--- src/rtl/bale_pkg.sv ---
// shared types, codes and constants of the bounded array list engine
`default_nettype none

package bale_pkg;

    // default configuration
    localparam int CAPACITY_DEF   = 64;
    localparam int DATA_WIDTH_DEF = 32;

    // field widths at the ports
    localparam int CMD_W     = 4;
    localparam int POS_W     = 7;
    localparam int POS2_W    = 6;
    localparam int VALUE_W   = 32;
    localparam int STATUS_W  = 3;
    localparam int DOUT_W    = 32;
    localparam int COUNT_W   = 7;

    // depth of the command queue between front and back
    localparam int JOB_QDEPTH = 2;

    // command codes
    localparam logic [CMD_W-1:0] CMD_INS_FRONT = 4'd0;
    localparam logic [CMD_W-1:0] CMD_INS_BACK  = 4'd1;
    localparam logic [CMD_W-1:0] CMD_INS_AT    = 4'd2;
    localparam logic [CMD_W-1:0] CMD_REM_FRONT = 4'd3;
    localparam logic [CMD_W-1:0] CMD_REM_BACK  = 4'd4;
    localparam logic [CMD_W-1:0] CMD_REM_AT    = 4'd5;
    localparam logic [CMD_W-1:0] CMD_READ      = 4'd6;
    localparam logic [CMD_W-1:0] CMD_WRITE     = 4'd7;
    localparam logic [CMD_W-1:0] CMD_SWAP      = 4'd8;
    localparam logic [CMD_W-1:0] CMD_FIND      = 4'd9;

    // status codes
    localparam logic [STATUS_W-1:0] ST_OK       = 3'd0;
    localparam logic [STATUS_W-1:0] ST_BADPOS   = 3'd1;
    localparam logic [STATUS_W-1:0] ST_FULL     = 3'd2;
    localparam logic [STATUS_W-1:0] ST_EMPTY    = 3'd3;
    localparam logic [STATUS_W-1:0] ST_NOTFOUND = 3'd4;

    // operation classes after decode
    localparam int OP_W = 3;
    localparam logic [OP_W-1:0] OP_INS   = 3'd0;
    localparam logic [OP_W-1:0] OP_REM   = 3'd1;
    localparam logic [OP_W-1:0] OP_READ  = 3'd2;
    localparam logic [OP_W-1:0] OP_WRITE = 3'd3;
    localparam logic [OP_W-1:0] OP_SWAP  = 3'd4;
    localparam logic [OP_W-1:0] OP_FIND  = 3'd5;
    localparam logic [OP_W-1:0] OP_BAD   = 3'd6;

    // where an insert or removal takes place
    localparam int WHERE_W = 2;
    localparam logic [WHERE_W-1:0] WHERE_FRONT = 2'd0;
    localparam logic [WHERE_W-1:0] WHERE_BACK  = 2'd1;
    localparam logic [WHERE_W-1:0] WHERE_AT    = 2'd2;

    // input item
    typedef struct packed {
        logic [CMD_W-1:0]          cmd;
        logic [POS_W-1:0]          position;
        logic [POS2_W-1:0]         second_position;
        logic signed [VALUE_W-1:0] value;
    } t_item;

    // result item
    typedef struct packed {
        logic [STATUS_W-1:0]      status;
        logic signed [DOUT_W-1:0] data;
        logic [COUNT_W-1:0]       count;
    } t_result;

    // classified command handed from front to back
    typedef struct packed {
        logic [OP_W-1:0]           op;
        logic [WHERE_W-1:0]        where;
        logic [POS_W-1:0]          position;
        logic [POS2_W-1:0]         second_position;
        logic signed [VALUE_W-1:0] value;
    } t_job;

endpackage

`default_nettype wire

--- src/rtl/bale_ram.sv ---
// generic single write port, single read port ram with registered read
`default_nettype none

module bale_ram #(
    parameter int WIDTH = 32,
    parameter int DEPTH = 64
) (
    input  wire logic                     i_clk,
    input  wire logic                     i_wr_en,
    input  wire logic [$clog2(DEPTH)-1:0] i_wr_addr,
    input  wire logic [WIDTH-1:0]         i_wr_data,
    input  wire logic                     i_rd_en,
    input  wire logic [$clog2(DEPTH)-1:0] i_rd_addr,
    output logic      [WIDTH-1:0]         o_rd_data
);

    logic [WIDTH-1:0] r_mem [DEPTH];
    logic [WIDTH-1:0] r_rd_data;

    // write port
    always_ff @(posedge i_clk) begin
        if (i_wr_en) begin
            r_mem[i_wr_addr] <= i_wr_data;
        end
    end

    // registered read port
    always_ff @(posedge i_clk) begin
        if (i_rd_en) begin
            r_rd_data <= r_mem[i_rd_addr];
        end
    end

    assign o_rd_data = r_rd_data;

endmodule

`default_nettype wire

--- src/rtl/bale_front.sv ---
// front end: takes items, decodes the command and queues it for the back end
`default_nettype none

module bale_front
    import bale_pkg::*;
(
    input  wire logic  i_clk,
    input  wire logic  i_rst_n,
    input  wire logic  i_push,
    output logic       o_full,
    input  wire t_item i_item,
    output logic       o_job_valid,
    output t_job       o_job,
    input  wire logic  i_job_take
);

    localparam int QPW = (JOB_QDEPTH > 1) ? $clog2(JOB_QDEPTH) : 1;
    localparam int QCW = $clog2(JOB_QDEPTH + 1);

    logic [QPW-1:0] r_wr_ptr, n_wr_ptr;
    logic [QPW-1:0] r_rd_ptr, n_rd_ptr;
    logic [QCW-1:0] r_fill, n_fill;
    t_job           r_slot [JOB_QDEPTH];
    t_job           w_job;
    logic           w_push_ok;
    logic           w_take_ok;

    // command decode
    always_comb begin
        w_job.position        = i_item.position;
        w_job.second_position = i_item.second_position;
        w_job.value           = i_item.value;
        w_job.op              = OP_BAD;
        w_job.where           = WHERE_AT;
        unique case (i_item.cmd)
            CMD_INS_FRONT: begin
                w_job.op    = OP_INS;
                w_job.where = WHERE_FRONT;
            end
            CMD_INS_BACK: begin
                w_job.op    = OP_INS;
                w_job.where = WHERE_BACK;
            end
            CMD_INS_AT: begin
                w_job.op = OP_INS;
            end
            CMD_REM_FRONT: begin
                w_job.op    = OP_REM;
                w_job.where = WHERE_FRONT;
            end
            CMD_REM_BACK: begin
                w_job.op    = OP_REM;
                w_job.where = WHERE_BACK;
            end
            CMD_REM_AT: begin
                w_job.op = OP_REM;
            end
            CMD_READ:  w_job.op = OP_READ;
            CMD_WRITE: w_job.op = OP_WRITE;
            CMD_SWAP:  w_job.op = OP_SWAP;
            CMD_FIND:  w_job.op = OP_FIND;
            default:   w_job.op = OP_BAD;
        endcase
    end

    // queue handshake
    assign o_full      = (r_fill == QCW'(JOB_QDEPTH));
    assign o_job_valid = (r_fill != '0);
    assign o_job       = r_slot[r_rd_ptr];
    assign w_push_ok   = i_push && !o_full;
    assign w_take_ok   = i_job_take && o_job_valid;

    // pointer and fill update
    always_comb begin
        n_wr_ptr = r_wr_ptr;
        n_rd_ptr = r_rd_ptr;
        n_fill   = r_fill;
        if (w_push_ok) begin
            n_wr_ptr = (r_wr_ptr == QPW'(JOB_QDEPTH - 1)) ? '0 : r_wr_ptr + QPW'(1);
        end
        if (w_take_ok) begin
            n_rd_ptr = (r_rd_ptr == QPW'(JOB_QDEPTH - 1)) ? '0 : r_rd_ptr + QPW'(1);
        end
        if (w_push_ok && !w_take_ok) begin
            n_fill = r_fill + QCW'(1);
        end else if (!w_push_ok && w_take_ok) begin
            n_fill = r_fill - QCW'(1);
        end
    end

    // control registers
    always_ff @(posedge i_clk) begin
        if (!i_rst_n) begin
            r_wr_ptr <= '0;
            r_rd_ptr <= '0;
            r_fill   <= '0;
        end else begin
            r_wr_ptr <= n_wr_ptr;
            r_rd_ptr <= n_rd_ptr;
            r_fill   <= n_fill;
        end
    end

    // queue storage
    always_ff @(posedge i_clk) begin
        if (w_push_ok) begin
            r_slot[r_wr_ptr] <= w_job;
        end
    end

endmodule

`default_nettype wire

--- src/rtl/bale_back.sv ---
// back end: runs one command at a time against the element ram
`default_nettype none

module bale_back
    import bale_pkg::*;
#(
    parameter int CAPACITY   = CAPACITY_DEF,
    parameter int DATA_WIDTH = DATA_WIDTH_DEF
) (
    input  wire logic i_clk,
    input  wire logic i_rst_n,
    input  wire logic i_job_valid,
    input  wire t_job i_job,
    output logic      o_job_take,
    input  wire logic i_pop,
    output logic      o_empty,
    output t_result   o_result
);

    localparam int AW = $clog2(CAPACITY);
    localparam int CW = $clog2(CAPACITY + 1);
    localparam int PW = (CW > POS_W) ? CW : POS_W;

    // sequencer states
    localparam logic [3:0] S_IDLE     = 4'd0;
    localparam logic [3:0] S_EXEC     = 4'd1;
    localparam logic [3:0] S_INS_STEP = 4'd2;
    localparam logic [3:0] S_INS_MOVE = 4'd3;
    localparam logic [3:0] S_REM_CAP  = 4'd4;
    localparam logic [3:0] S_REM_STEP = 4'd5;
    localparam logic [3:0] S_REM_MOVE = 4'd6;
    localparam logic [3:0] S_READ_CAP = 4'd7;
    localparam logic [3:0] S_SWAP_A   = 4'd8;
    localparam logic [3:0] S_SWAP_B   = 4'd9;
    localparam logic [3:0] S_SWAP_C   = 4'd10;
    localparam logic [3:0] S_FIND     = 4'd11;

    logic [3:0]            r_state, n_state;
    logic [CW-1:0]         r_count;
    logic [AW-1:0]         r_idx, n_idx;
    logic [AW-1:0]         r_pos, n_pos;
    logic [DATA_WIDTH-1:0] r_tmp;
    t_job                  r_job;
    logic                  r_out_valid;
    t_result               r_out;

    logic                  w_tmp_load;
    logic                  w_rd_en;
    logic [AW-1:0]         w_rd_addr;
    logic [DATA_WIDTH-1:0] w_rd_data;
    logic                  w_wr_en;
    logic [AW-1:0]         w_wr_addr;
    logic [DATA_WIDTH-1:0] w_wr_data;

    logic                  w_fin;
    logic [STATUS_W-1:0]   w_fin_status;
    logic [DOUT_W-1:0]     w_fin_data;
    logic [CW-1:0]         w_fin_count;

    logic [DATA_WIDTH-1:0] w_word;
    logic [PW-1:0]         w_cnt_ext, w_p1_ext, w_p2_ext;
    logic                  w_p1_gt_cnt, w_p1_ge_cnt, w_p2_ge_cnt;
    logic                  w_cnt_zero, w_cnt_full;
    logic [CW-1:0]         w_cnt_m1;
    logic [CW-1:0]         w_idx_next;
    logic [AW-1:0]         w_p1_addr, w_p2_addr;
    logic [AW-1:0]         w_ins_pos, w_rem_pos;

    // stored word sign-extended or cut to the result width
    function automatic logic [DOUT_W-1:0] to_data(input logic [DATA_WIDTH-1:0] x);
        return DOUT_W'($signed(x));
    endfunction

    // element store
    bale_ram #(
        .WIDTH (DATA_WIDTH),
        .DEPTH (CAPACITY)
    ) u_store (
        .i_clk     (i_clk),
        .i_wr_en   (w_wr_en),
        .i_wr_addr (w_wr_addr),
        .i_wr_data (w_wr_data),
        .i_rd_en   (w_rd_en),
        .i_rd_addr (w_rd_addr),
        .o_rd_data (w_rd_data)
    );

    // operand preparation and bounds checks
    assign w_word      = DATA_WIDTH'(r_job.value);
    assign w_cnt_ext   = PW'(r_count);
    assign w_p1_ext    = PW'(r_job.position);
    assign w_p2_ext    = PW'(r_job.second_position);
    assign w_p1_gt_cnt = (w_p1_ext > w_cnt_ext);
    assign w_p1_ge_cnt = (w_p1_ext >= w_cnt_ext);
    assign w_p2_ge_cnt = (w_p2_ext >= w_cnt_ext);
    assign w_cnt_zero  = (r_count == '0);
    assign w_cnt_full  = (r_count >= CW'(CAPACITY));
    assign w_cnt_m1    = r_count - CW'(1);
    assign w_idx_next  = CW'(r_idx) + CW'(1);
    assign w_p1_addr   = AW'(w_p1_ext);
    assign w_p2_addr   = AW'(w_p2_ext);

    // target index of an insert or removal
    always_comb begin
        unique case (r_job.where)
            WHERE_FRONT: begin
                w_ins_pos = '0;
                w_rem_pos = '0;
            end
            WHERE_BACK: begin
                w_ins_pos = AW'(r_count);
                w_rem_pos = AW'(w_cnt_m1);
            end
            default: begin
                w_ins_pos = w_p1_addr;
                w_rem_pos = w_p1_addr;
            end
        endcase
    end

    // sequencer
    always_comb begin
        n_state      = r_state;
        n_idx        = r_idx;
        n_pos        = r_pos;
        o_job_take   = 1'b0;
        w_tmp_load   = 1'b0;
        w_rd_en      = 1'b0;
        w_rd_addr    = r_idx;
        w_wr_en      = 1'b0;
        w_wr_addr    = r_idx;
        w_wr_data    = w_rd_data;
        w_fin        = 1'b0;
        w_fin_status = ST_OK;
        w_fin_data   = '0;
        w_fin_count  = r_count;
        unique case (r_state)
            S_IDLE: begin
                if (i_job_valid && (!r_out_valid || i_pop)) begin
                    o_job_take = 1'b1;
                    n_state    = S_EXEC;
                end
            end
            S_EXEC: begin
                unique case (r_job.op)
                    OP_INS: begin
                        priority if (r_job.where == WHERE_AT && w_p1_gt_cnt) begin
                            w_fin        = 1'b1;
                            w_fin_status = ST_BADPOS;
                        end else if (w_cnt_full) begin
                            w_fin        = 1'b1;
                            w_fin_status = ST_FULL;
                        end else begin
                            n_pos   = w_ins_pos;
                            n_idx   = AW'(r_count);
                            n_state = S_INS_STEP;
                        end
                    end
                    OP_REM: begin
                        priority if (w_cnt_zero) begin
                            w_fin        = 1'b1;
                            w_fin_status = ST_EMPTY;
                        end else if (r_job.where == WHERE_AT && w_p1_ge_cnt) begin
                            w_fin        = 1'b1;
                            w_fin_status = ST_BADPOS;
                        end else begin
                            w_rd_en   = 1'b1;
                            w_rd_addr = w_rem_pos;
                            n_idx     = w_rem_pos;
                            n_state   = S_REM_CAP;
                        end
                    end
                    OP_READ: begin
                        if (w_p1_ge_cnt) begin
                            w_fin        = 1'b1;
                            w_fin_status = ST_BADPOS;
                        end else begin
                            w_rd_en   = 1'b1;
                            w_rd_addr = w_p1_addr;
                            n_state   = S_READ_CAP;
                        end
                    end
                    OP_WRITE: begin
                        w_fin = 1'b1;
                        if (w_p1_ge_cnt) begin
                            w_fin_status = ST_BADPOS;
                        end else begin
                            w_wr_en   = 1'b1;
                            w_wr_addr = w_p1_addr;
                            w_wr_data = w_word;
                        end
                    end
                    OP_SWAP: begin
                        if (w_p1_ge_cnt || w_p2_ge_cnt) begin
                            w_fin        = 1'b1;
                            w_fin_status = ST_BADPOS;
                        end else begin
                            w_rd_en   = 1'b1;
                            w_rd_addr = w_p1_addr;
                            n_state   = S_SWAP_A;
                        end
                    end
                    OP_FIND: begin
                        if (w_cnt_zero) begin
                            w_fin        = 1'b1;
                            w_fin_status = ST_NOTFOUND;
                            w_fin_data   = '1;
                        end else begin
                            w_rd_en   = 1'b1;
                            w_rd_addr = '0;
                            n_idx     = '0;
                            n_state   = S_FIND;
                        end
                    end
                    default: begin
                        w_fin        = 1'b1;
                        w_fin_status = ST_BADPOS;
                    end
                endcase
            end
            // shift entries up from the top down to the insert position
            S_INS_STEP: begin
                if (r_idx == r_pos) begin
                    w_wr_en     = 1'b1;
                    w_wr_addr   = r_pos;
                    w_wr_data   = w_word;
                    w_fin       = 1'b1;
                    w_fin_count = r_count + CW'(1);
                end else begin
                    w_rd_en   = 1'b1;
                    w_rd_addr = r_idx - AW'(1);
                    n_state   = S_INS_MOVE;
                end
            end
            S_INS_MOVE: begin
                w_wr_en   = 1'b1;
                w_wr_addr = r_idx;
                n_idx     = r_idx - AW'(1);
                n_state   = S_INS_STEP;
            end
            // keep the removed entry, then shift later entries down
            S_REM_CAP: begin
                w_tmp_load = 1'b1;
                n_state    = S_REM_STEP;
            end
            S_REM_STEP: begin
                if (w_idx_next >= r_count) begin
                    w_fin       = 1'b1;
                    w_fin_data  = to_data(r_tmp);
                    w_fin_count = w_cnt_m1;
                end else begin
                    w_rd_en   = 1'b1;
                    w_rd_addr = AW'(w_idx_next);
                    n_state   = S_REM_MOVE;
                end
            end
            S_REM_MOVE: begin
                w_wr_en   = 1'b1;
                w_wr_addr = r_idx;
                n_idx     = r_idx + AW'(1);
                n_state   = S_REM_STEP;
            end
            S_READ_CAP: begin
                w_fin      = 1'b1;
                w_fin_data = to_data(w_rd_data);
            end
            // swap: hold first entry, copy second over it, then put first back
            S_SWAP_A: begin
                w_tmp_load = 1'b1;
                w_rd_en    = 1'b1;
                w_rd_addr  = w_p2_addr;
                n_state    = S_SWAP_B;
            end
            S_SWAP_B: begin
                w_wr_en   = 1'b1;
                w_wr_addr = w_p1_addr;
                n_state   = S_SWAP_C;
            end
            S_SWAP_C: begin
                w_wr_en   = 1'b1;
                w_wr_addr = w_p2_addr;
                w_wr_data = r_tmp;
                w_fin     = 1'b1;
            end
            // linear scan of the live entries, one per cycle
            S_FIND: begin
                priority if (w_rd_data == w_word) begin
                    w_fin      = 1'b1;
                    w_fin_data = DOUT_W'(r_idx);
                end else if (w_idx_next >= r_count) begin
                    w_fin        = 1'b1;
                    w_fin_status = ST_NOTFOUND;
                    w_fin_data   = '1;
                end else begin
                    w_rd_en   = 1'b1;
                    w_rd_addr = AW'(w_idx_next);
                    n_idx     = AW'(w_idx_next);
                end
            end
            default: begin
                n_state = S_IDLE;
            end
        endcase
        if (w_fin) begin
            n_state = S_IDLE;
        end
    end

    // control registers
    always_ff @(posedge i_clk) begin
        if (!i_rst_n) begin
            r_state     <= S_IDLE;
            r_count     <= '0;
            r_out_valid <= 1'b0;
        end else begin
            r_state <= n_state;
            if (w_fin) begin
                r_count     <= w_fin_count;
                r_out_valid <= 1'b1;
            end else if (i_pop && r_out_valid) begin
                r_out_valid <= 1'b0;
            end
        end
    end

    // payload registers
    always_ff @(posedge i_clk) begin
        r_idx <= n_idx;
        r_pos <= n_pos;
        if (o_job_take) begin
            r_job <= i_job;
        end
        if (w_tmp_load) begin
            r_tmp <= w_rd_data;
        end
        if (w_fin) begin
            r_out.status <= w_fin_status;
            r_out.data   <= w_fin_data;
            r_out.count  <= COUNT_W'(w_fin_count);
        end
    end

    assign o_empty  = !r_out_valid;
    assign o_result = r_out;

endmodule

`default_nettype wire

--- src/rtl/bounded_array_list_engine.sv ---
// Bounded ordered list of signed words with insert, remove, read, write,
// swap and find commands.
//
// Input side is a queue: drive i_item and push; the item is taken on a
// clock edge with push high and full low. Result side is a queue too:
// while empty is low o_result holds the oldest result (status, data and
// the live count after the command); pop takes it.
// A two-entry command queue after the decoder lets items arrive while
// the back end works and while a result waits to be popped.
// Insert and remove move each shifted entry with a read then a write,
// and find scans one entry a cycle.
// Commands run one at a time, with an idle state between commands.
// A stalled receiver holds the result; the back end waits with the next
// command and input items queue until full rises.
// Synchronous reset empties the list (count zero) and both queues; the
// element ram is not cleared, entries beyond the count are never read.
`default_nettype none

module bounded_array_list_engine
    import bale_pkg::*;
#(
    parameter int CAPACITY   = CAPACITY_DEF,
    parameter int DATA_WIDTH = DATA_WIDTH_DEF
) (
    input  wire logic  i_clk,
    input  wire logic  i_rst_n,
    input  wire logic  push,
    output logic       full,
    input  wire t_item i_item,
    output logic       empty,
    input  wire logic  pop,
    output t_result    o_result
);

    logic w_job_valid;
    logic w_job_take;
    t_job w_job;

    // decode and queue
    bale_front u_front (
        .i_clk       (i_clk),
        .i_rst_n     (i_rst_n),
        .i_push      (push),
        .o_full      (full),
        .i_item      (i_item),
        .o_job_valid (w_job_valid),
        .o_job       (w_job),
        .i_job_take  (w_job_take)
    );

    // execution against the element store
    bale_back #(
        .CAPACITY   (CAPACITY),
        .DATA_WIDTH (DATA_WIDTH)
    ) u_back (
        .i_clk       (i_clk),
        .i_rst_n     (i_rst_n),
        .i_job_valid (w_job_valid),
        .i_job       (w_job),
        .o_job_take  (w_job_take),
        .i_pop       (pop),
        .o_empty     (empty),
        .o_result    (o_result)
    );

endmodule

`default_nettype wire

--- config.mk ---
export PLATFORM = sky130hd
export DESIGN_NAME = bounded_array_list_engine
export DESIGN_NICKNAME = d
export VERILOG_FILES = /design/src/rtl/bale_pkg.sv /design/src/rtl/bale_ram.sv /design/src/rtl/bale_front.sv /design/src/rtl/bale_back.sv /design/src/rtl/bounded_array_list_engine.sv
export SDC_FILE = /design/constraint.sdc
export NUM_CORES = 2
export LEC_CHECK = 0
export ABC_AREA = 1
export BUFFER_PORTS_ARGS = -buffer_cell sky130_fd_sc_hd__buf_2
export CAP_MARGIN = 20
export CORE_MARGIN = 4
export CORE_UTILIZATION = 40
export CTS_BUF_LIST = sky130_fd_sc_hd__clkbuf_8 sky130_fd_sc_hd__clkbuf_16
export DETAILED_ROUTE_END_ITERATION = 16
export HOLD_SLACK_MARGIN = 0.08
export SYNTH_ARGS = -nofsm -noshare
export SYNTH_HDL_FRONTEND = slang
export SYNTH_SLANG_ARGS = --single-unit
--- constraint.sdc ---
create_clock -name i_clk -period 4.6 [get_ports i_clk]
set_input_delay 0.92 -clock i_clk [delete_from_list [all_inputs] [get_ports i_clk]]
set_output_delay 0.92 -clock i_clk [all_outputs]
set_load 0.02 [all_outputs]
==> impl_results.html <==
<table>
<tr><th>Metric</th><th>Value</th></tr>
<tr><th colspan="2">Critical path</th></tr>
<tr><td>Critical path launch point type</td><td>register</td></tr>
<tr><td>Critical Path AT</td><td>5.13 ns</td></tr>
<tr><td>Critical Path Start</td><td>u_back.r_idx[3]</td></tr>
<tr><td>Slowest-stage cell, CP</td><td>sky130_fd_sc_hd__edfxtp_1</td></tr>
<tr><td>Crit Reg-Reg Startpoint</td><td>u_back.r_idx[3]</td></tr>
<tr><td>Crit path required time</td><td>5.25 ns</td></tr>
<tr><td>Register-to-register setup slack</td><td>0.11 ns</td></tr>
<tr><td>Endpoint class of the critical path</td><td>register</td></tr>
<tr><td>Cell seen most often among critical-path stages</td><td>sky130_fd_sc_hd__nand2_1</td></tr>
<tr><td>Reg-to-reg critical path endpoint</td><td>u_back.u_store.o_rd_data[16]</td></tr>
<tr><td>Delay of the slowest cell on the worst path</td><td>0.42 ns</td></tr>
<tr><td>Maximum fanout count along the critical path</td><td>11</td></tr>
<tr><td>Worst reg2reg path depth</td><td>30</td></tr>
<tr><td>Worst Setup Path Type</td><td>register to register</td></tr>
<tr><td>Last element of the critical path</td><td>u_back.u_store.o_rd_data[16]</td></tr>
<tr><th colspan="2">Logic synthesis</th></tr>
<tr><td>Most used standard cell by instance count after synthesis</td><td>sky130_fd_sc_hd__edfxtp_1</td></tr>
<tr><td>Leading area contributor after synthesis</td><td>sky130_fd_sc_hd__edfxtp_1</td></tr>
<tr><td>Cell variety after synth</td><td>50</td></tr>
<tr><td>Flip-flop and latch count after synthesis</td><td>2,332</td></tr>
<tr><td>Commonest cells in the netlist</td><td>sky130_fd_sc_hd__edfxtp_1 (2,316), sky130_fd_sc_hd__nand3_1 (2,155), sky130_fd_sc_hd__nand2_1 (1,800)</td></tr>
<tr><td>Cell area after synthesis</td><td>104,000 µm²</td></tr>
<tr><td>Yosys top cell area share</td><td>0.672</td></tr>
<tr><td>Net count of the mapped netlist</td><td>9,578</td></tr>
<tr><td>Per-instance average area after synthesis</td><td>10.9 µm²</td></tr>
<tr><td>Ys async rst share</td><td>0</td></tr>
<tr><td>Yosys synthesis warning count</td><td>0</td></tr>
<tr><td>Number of enable-type register cells in the synthesized netlist</td><td>2,316</td></tr>
<tr><td>Synthesized netlist cell count</td><td>9,499</td></tr>
<tr><td>Most used flip-flop cell after synthesis</td><td>sky130_fd_sc_hd__edfxtp_1</td></tr>
<tr><td>Dominant cells by area after synthesis</td><td>sky130_fd_sc_hd__edfxtp_1 (67%), sky130_fd_sc_hd__nand3_1 (10%), sky130_fd_sc_hd__nand2_1 (6.5%)</td></tr>
<tr><td>Sequential element share of the synthesized area</td><td>0.675</td></tr>
<tr><th colspan="2">Layout</th></tr>
<tr><td>Share of post-route cells with drive strength above 1</td><td>0.140</td></tr>
<tr><td># nets final</td><td>10,100</td></tr>
<tr><td>Cell area after layout</td><td>124,000 µm²</td></tr>
<tr><td>Synth-to-layout area growth</td><td>19.9%</td></tr>
<tr><th colspan="2">Routing</th></tr>
<tr><td>Total vias in the final route</td><td>74,700</td></tr>
<tr><td>Length of the first detailed-routing pass in iterations</td><td>9</td></tr>
<tr><td>DRC violation count after routing</td><td>0</td></tr>
<tr><td>Violation count after the first detailed-route iteration</td><td>9,028</td></tr>
<tr><td>Mean routed wirelength per cell</td><td>24.6 µm</td></tr>
<tr><td>Routed wire length</td><td>335 mm</td></tr>
<tr><td>Number of nets with antenna violations after detailed routing</td><td>0</td></tr>
<tr><td>Vias per cell</td><td>5.48</td></tr>
<tr><th colspan="2">Outcome</th></tr>
<tr><td>Status</td><td>complete, no violations</td></tr>
<tr><th colspan="2">Flow run</th></tr>
<tr><td>Number of max-cap violations</td><td>0</td></tr>
<tr><th colspan="2">Timing</th></tr>
<tr><td>F_max</td><td>0.223 GHz</td></tr>
<tr><td>Clock skew</td><td>0.0621 ns</td></tr>
<tr><td>Count of final hold-check violations</td><td>0</td></tr>
<tr><td>Setup repair after global routing missed its margin</td><td>yes</td></tr>
<tr><td>Shortest period the worst path allows</td><td>4.49 ns</td></tr>
<tr><td>Max-slew violation count</td><td>0</td></tr>
<tr><td>Post-route clock period utilization</td><td>0.976</td></tr>
<tr><td>Transition at the pin with the smallest max-transition slack</td><td>1.08 ns</td></tr>
<tr><td>Count of final setup violators</td><td>0</td></tr>
<tr><td>Max-Slew Margin vs Limit</td><td>0.273</td></tr>
<tr><th colspan="2">Floorplan</th></tr>
<tr><td>Die width</td><td>517 µm</td></tr>
<tr><td>I/O pin total</td><td>97</td></tr>
<tr><td>Floorplan Core Area</td><td>257,000 µm²</td></tr>
<tr><td>Total die area</td><td>267,000 µm²</td></tr>
<tr><td>Number of rows in the core area</td><td>186</td></tr>
<tr><td>Vert. Die Dim</td><td>517 µm</td></tr>
<tr><td>Initial Utilization</td><td>0.403</td></tr>
<tr><th colspan="2">Clock network</th></tr>
<tr><td>Cell at the root of the clock tree</td><td>sky130_fd_sc_hd__clkbuf_16</td></tr>
<tr><td>Clk Latency, worst-skew pair</td><td>0.89 ns</td></tr>
<tr><td>Level count of the clock H-tree</td><td>4</td></tr>
<tr><td>Clock sink count</td><td>2,332</td></tr>
<tr><td>Clk pin slew, worst setup/hold paths</td><td>0.06 ns</td></tr>
<tr><td>CTS Hold Buffers Added</td><td>0</td></tr>
<tr><td>Total CTS buffers</td><td>234</td></tr>
<tr><td>CTS tree</td><td>done</td></tr>
<tr><td>Number of buffers on the longest clock path</td><td>3</td></tr>
<tr><th colspan="2">Placed design</th></tr>
<tr><td>HPWL after detailed placement</td><td>206 mm</td></tr>
<tr><td>IO Port Bufs</td><td>96</td></tr>
<tr><td>Post-place instance area</td><td>116,000 µm²</td></tr>
<tr><td>Final weighted congestion in routability-driven placement</td><td>0.940</td></tr>
<tr><th colspan="2">Min path</th></tr>
<tr><td>Class of the tightest hold or removal check</td><td>input pin to register</td></tr>
<tr><td>Hold depth</td><td>1</td></tr>
<tr><th colspan="2">GRT</th></tr>
<tr><td>Via count of the first global-routing pass</td><td>70,800</td></tr>
<tr><td>Initial antenna violation count</td><td>25</td></tr>
<tr><td>Aggregate global routing overflow</td><td>0</td></tr>
<tr><td>Pin count of the biggest net entering global routing</td><td>119</td></tr>
<tr><td>GRT Util Overall</td><td>0.243</td></tr>
<tr><td>Wire length of the first global-routing pass</td><td>484 mm</td></tr>
</table>
[how the worst min path moves through the flow]
stage / from / endpoint / slack (ns)
final: i_item[27] / u_front.r_slot[0][27] / 0.24
after global routing: i_item[27] / u_front.r_slot[0][27] / 0.19
after CTS: i_item[27] / u_front.r_slot[1][27] / 0.17
after detailed placement: u_back.r_state[2] / u_back.r_state[2] / 0.50
after global placement: u_back.r_state[2] / u_back.r_state[2] / 0.49
after floorplan: u_back.u_store.o_rd_data[16] / u_back.r_tmp[16] / 0.45
[kinds of logic after synthesis]
group                    count (synthesis)  share of synthesized area
AND/OR/NAND/NOR                       4826                      0.226
XOR/XNOR                                12                    0.00101
AO/OA/AOI/OAI                          225                     0.0150
flip-flops                            2332                      0.675
adder cells (fa/ha/maj)                 26                    0.00314
buffers and inverters                 2078                     0.0800
[per-stage QoR]
step           worst slack (ns)  std cells  setup TNS (ns)  hold slack (ns)   util
2_1_floorplan            -0.477       9499         -122.02            0.450      -
3_3_place_gp             -0.649      13200           -9.32            0.487  0.449
3_5_place_dp             -0.573      13200           -7.09            0.499  0.449
4_1_cts                 -0.0335      13600         -0.0355            0.172  0.479
5_1_grt                 -0.0135      13600         -0.0343            0.192  0.483
6_report                  0.111      13600               0            0.236  0.483
[critical path, delay by kind of cell, from the launching register on]
kind	cells	cell delay [ns]
and+or+nand+nor	19	2.06
buffers and inverters	9	1.36
DFF	1	0.42
adders and majority gates	1	0.29
AOI/OAI and AO/OA	1	0.09
[cells in the final DEF (no fill, tap or decap), drive strengths merged, types with 2 or more instances in the layout]
master and instances:
inv 1564, a21oi 31, edfxtp 2316, a22oi 6
o22ai 23, buf 882, o211ai 20, bufinv 16
nand4 32, o21ai 56, o2111ai 10, or2 3
dfxtp 16, xor2 11, nor2 166, a221oi 2
nor3 19, nand3b 641, o31ai 4, clkbuf 246
o221ai 54, clkinv 110, a211oi 7, nand2 1806
o21a 4, clkinvlp 5, diode 2, nand3 2156
ha 26, a31oi 3
[per-layer routing]
layer,up-vias,GRT usage,part of all wire
met1,36800,0.337,0.41
met4,0,0.0872,0.038
met3,568,0.0453,0.094
met5,-,0,0
met2,3761,0.385,0.46
li1,33600,-,-
[area by class of cell]
cell class	instances	area (µm²)
Antenna cell	2	5.00
Multi-Input combinational cell	5089	27000
Inverter	1498	5640
Clock inverter	197	1520
Fill cell	22800	133000
Tap cell	3384	4230
Timing Repair Buffer	893	10000
Sequential cell	2332	69900
Clock buffer	235	5870
[timing repair]
action	in CTS	in global routing
pin swaps	1	13
setup buffers	7	20
setup endpoints to repair	32	629
endpoints found under the hold margin	0	0
resized for setup	40	96
gates cloned	0	11
[sequential cells by signal (all words and copies together), names as in the netlist]
signal,flops
u_back.r_pos,6
u_back.w_word,32
u_back.o_result,42
u_back.u_store.r_mem,2048
u_front.r_wr_ptr,1
u_back.w_p2_addr,6
u_front.r_fill,2
u_back.r_job,5
u_front.r_slot,100
u_back.r_out_valid,1
u_back.w_p1_ext,7
u_front.r_rd_ptr,1
u_back.r_tmp,32
u_back.r_state,4
u_back.u_store.o_rd_data,32
u_back.r_count,7
u_back.r_idx,6
Power is left out: the tool's default activity adds up to more than one toggle a clock period on the data nets, which glitch-free logic cannot reach.
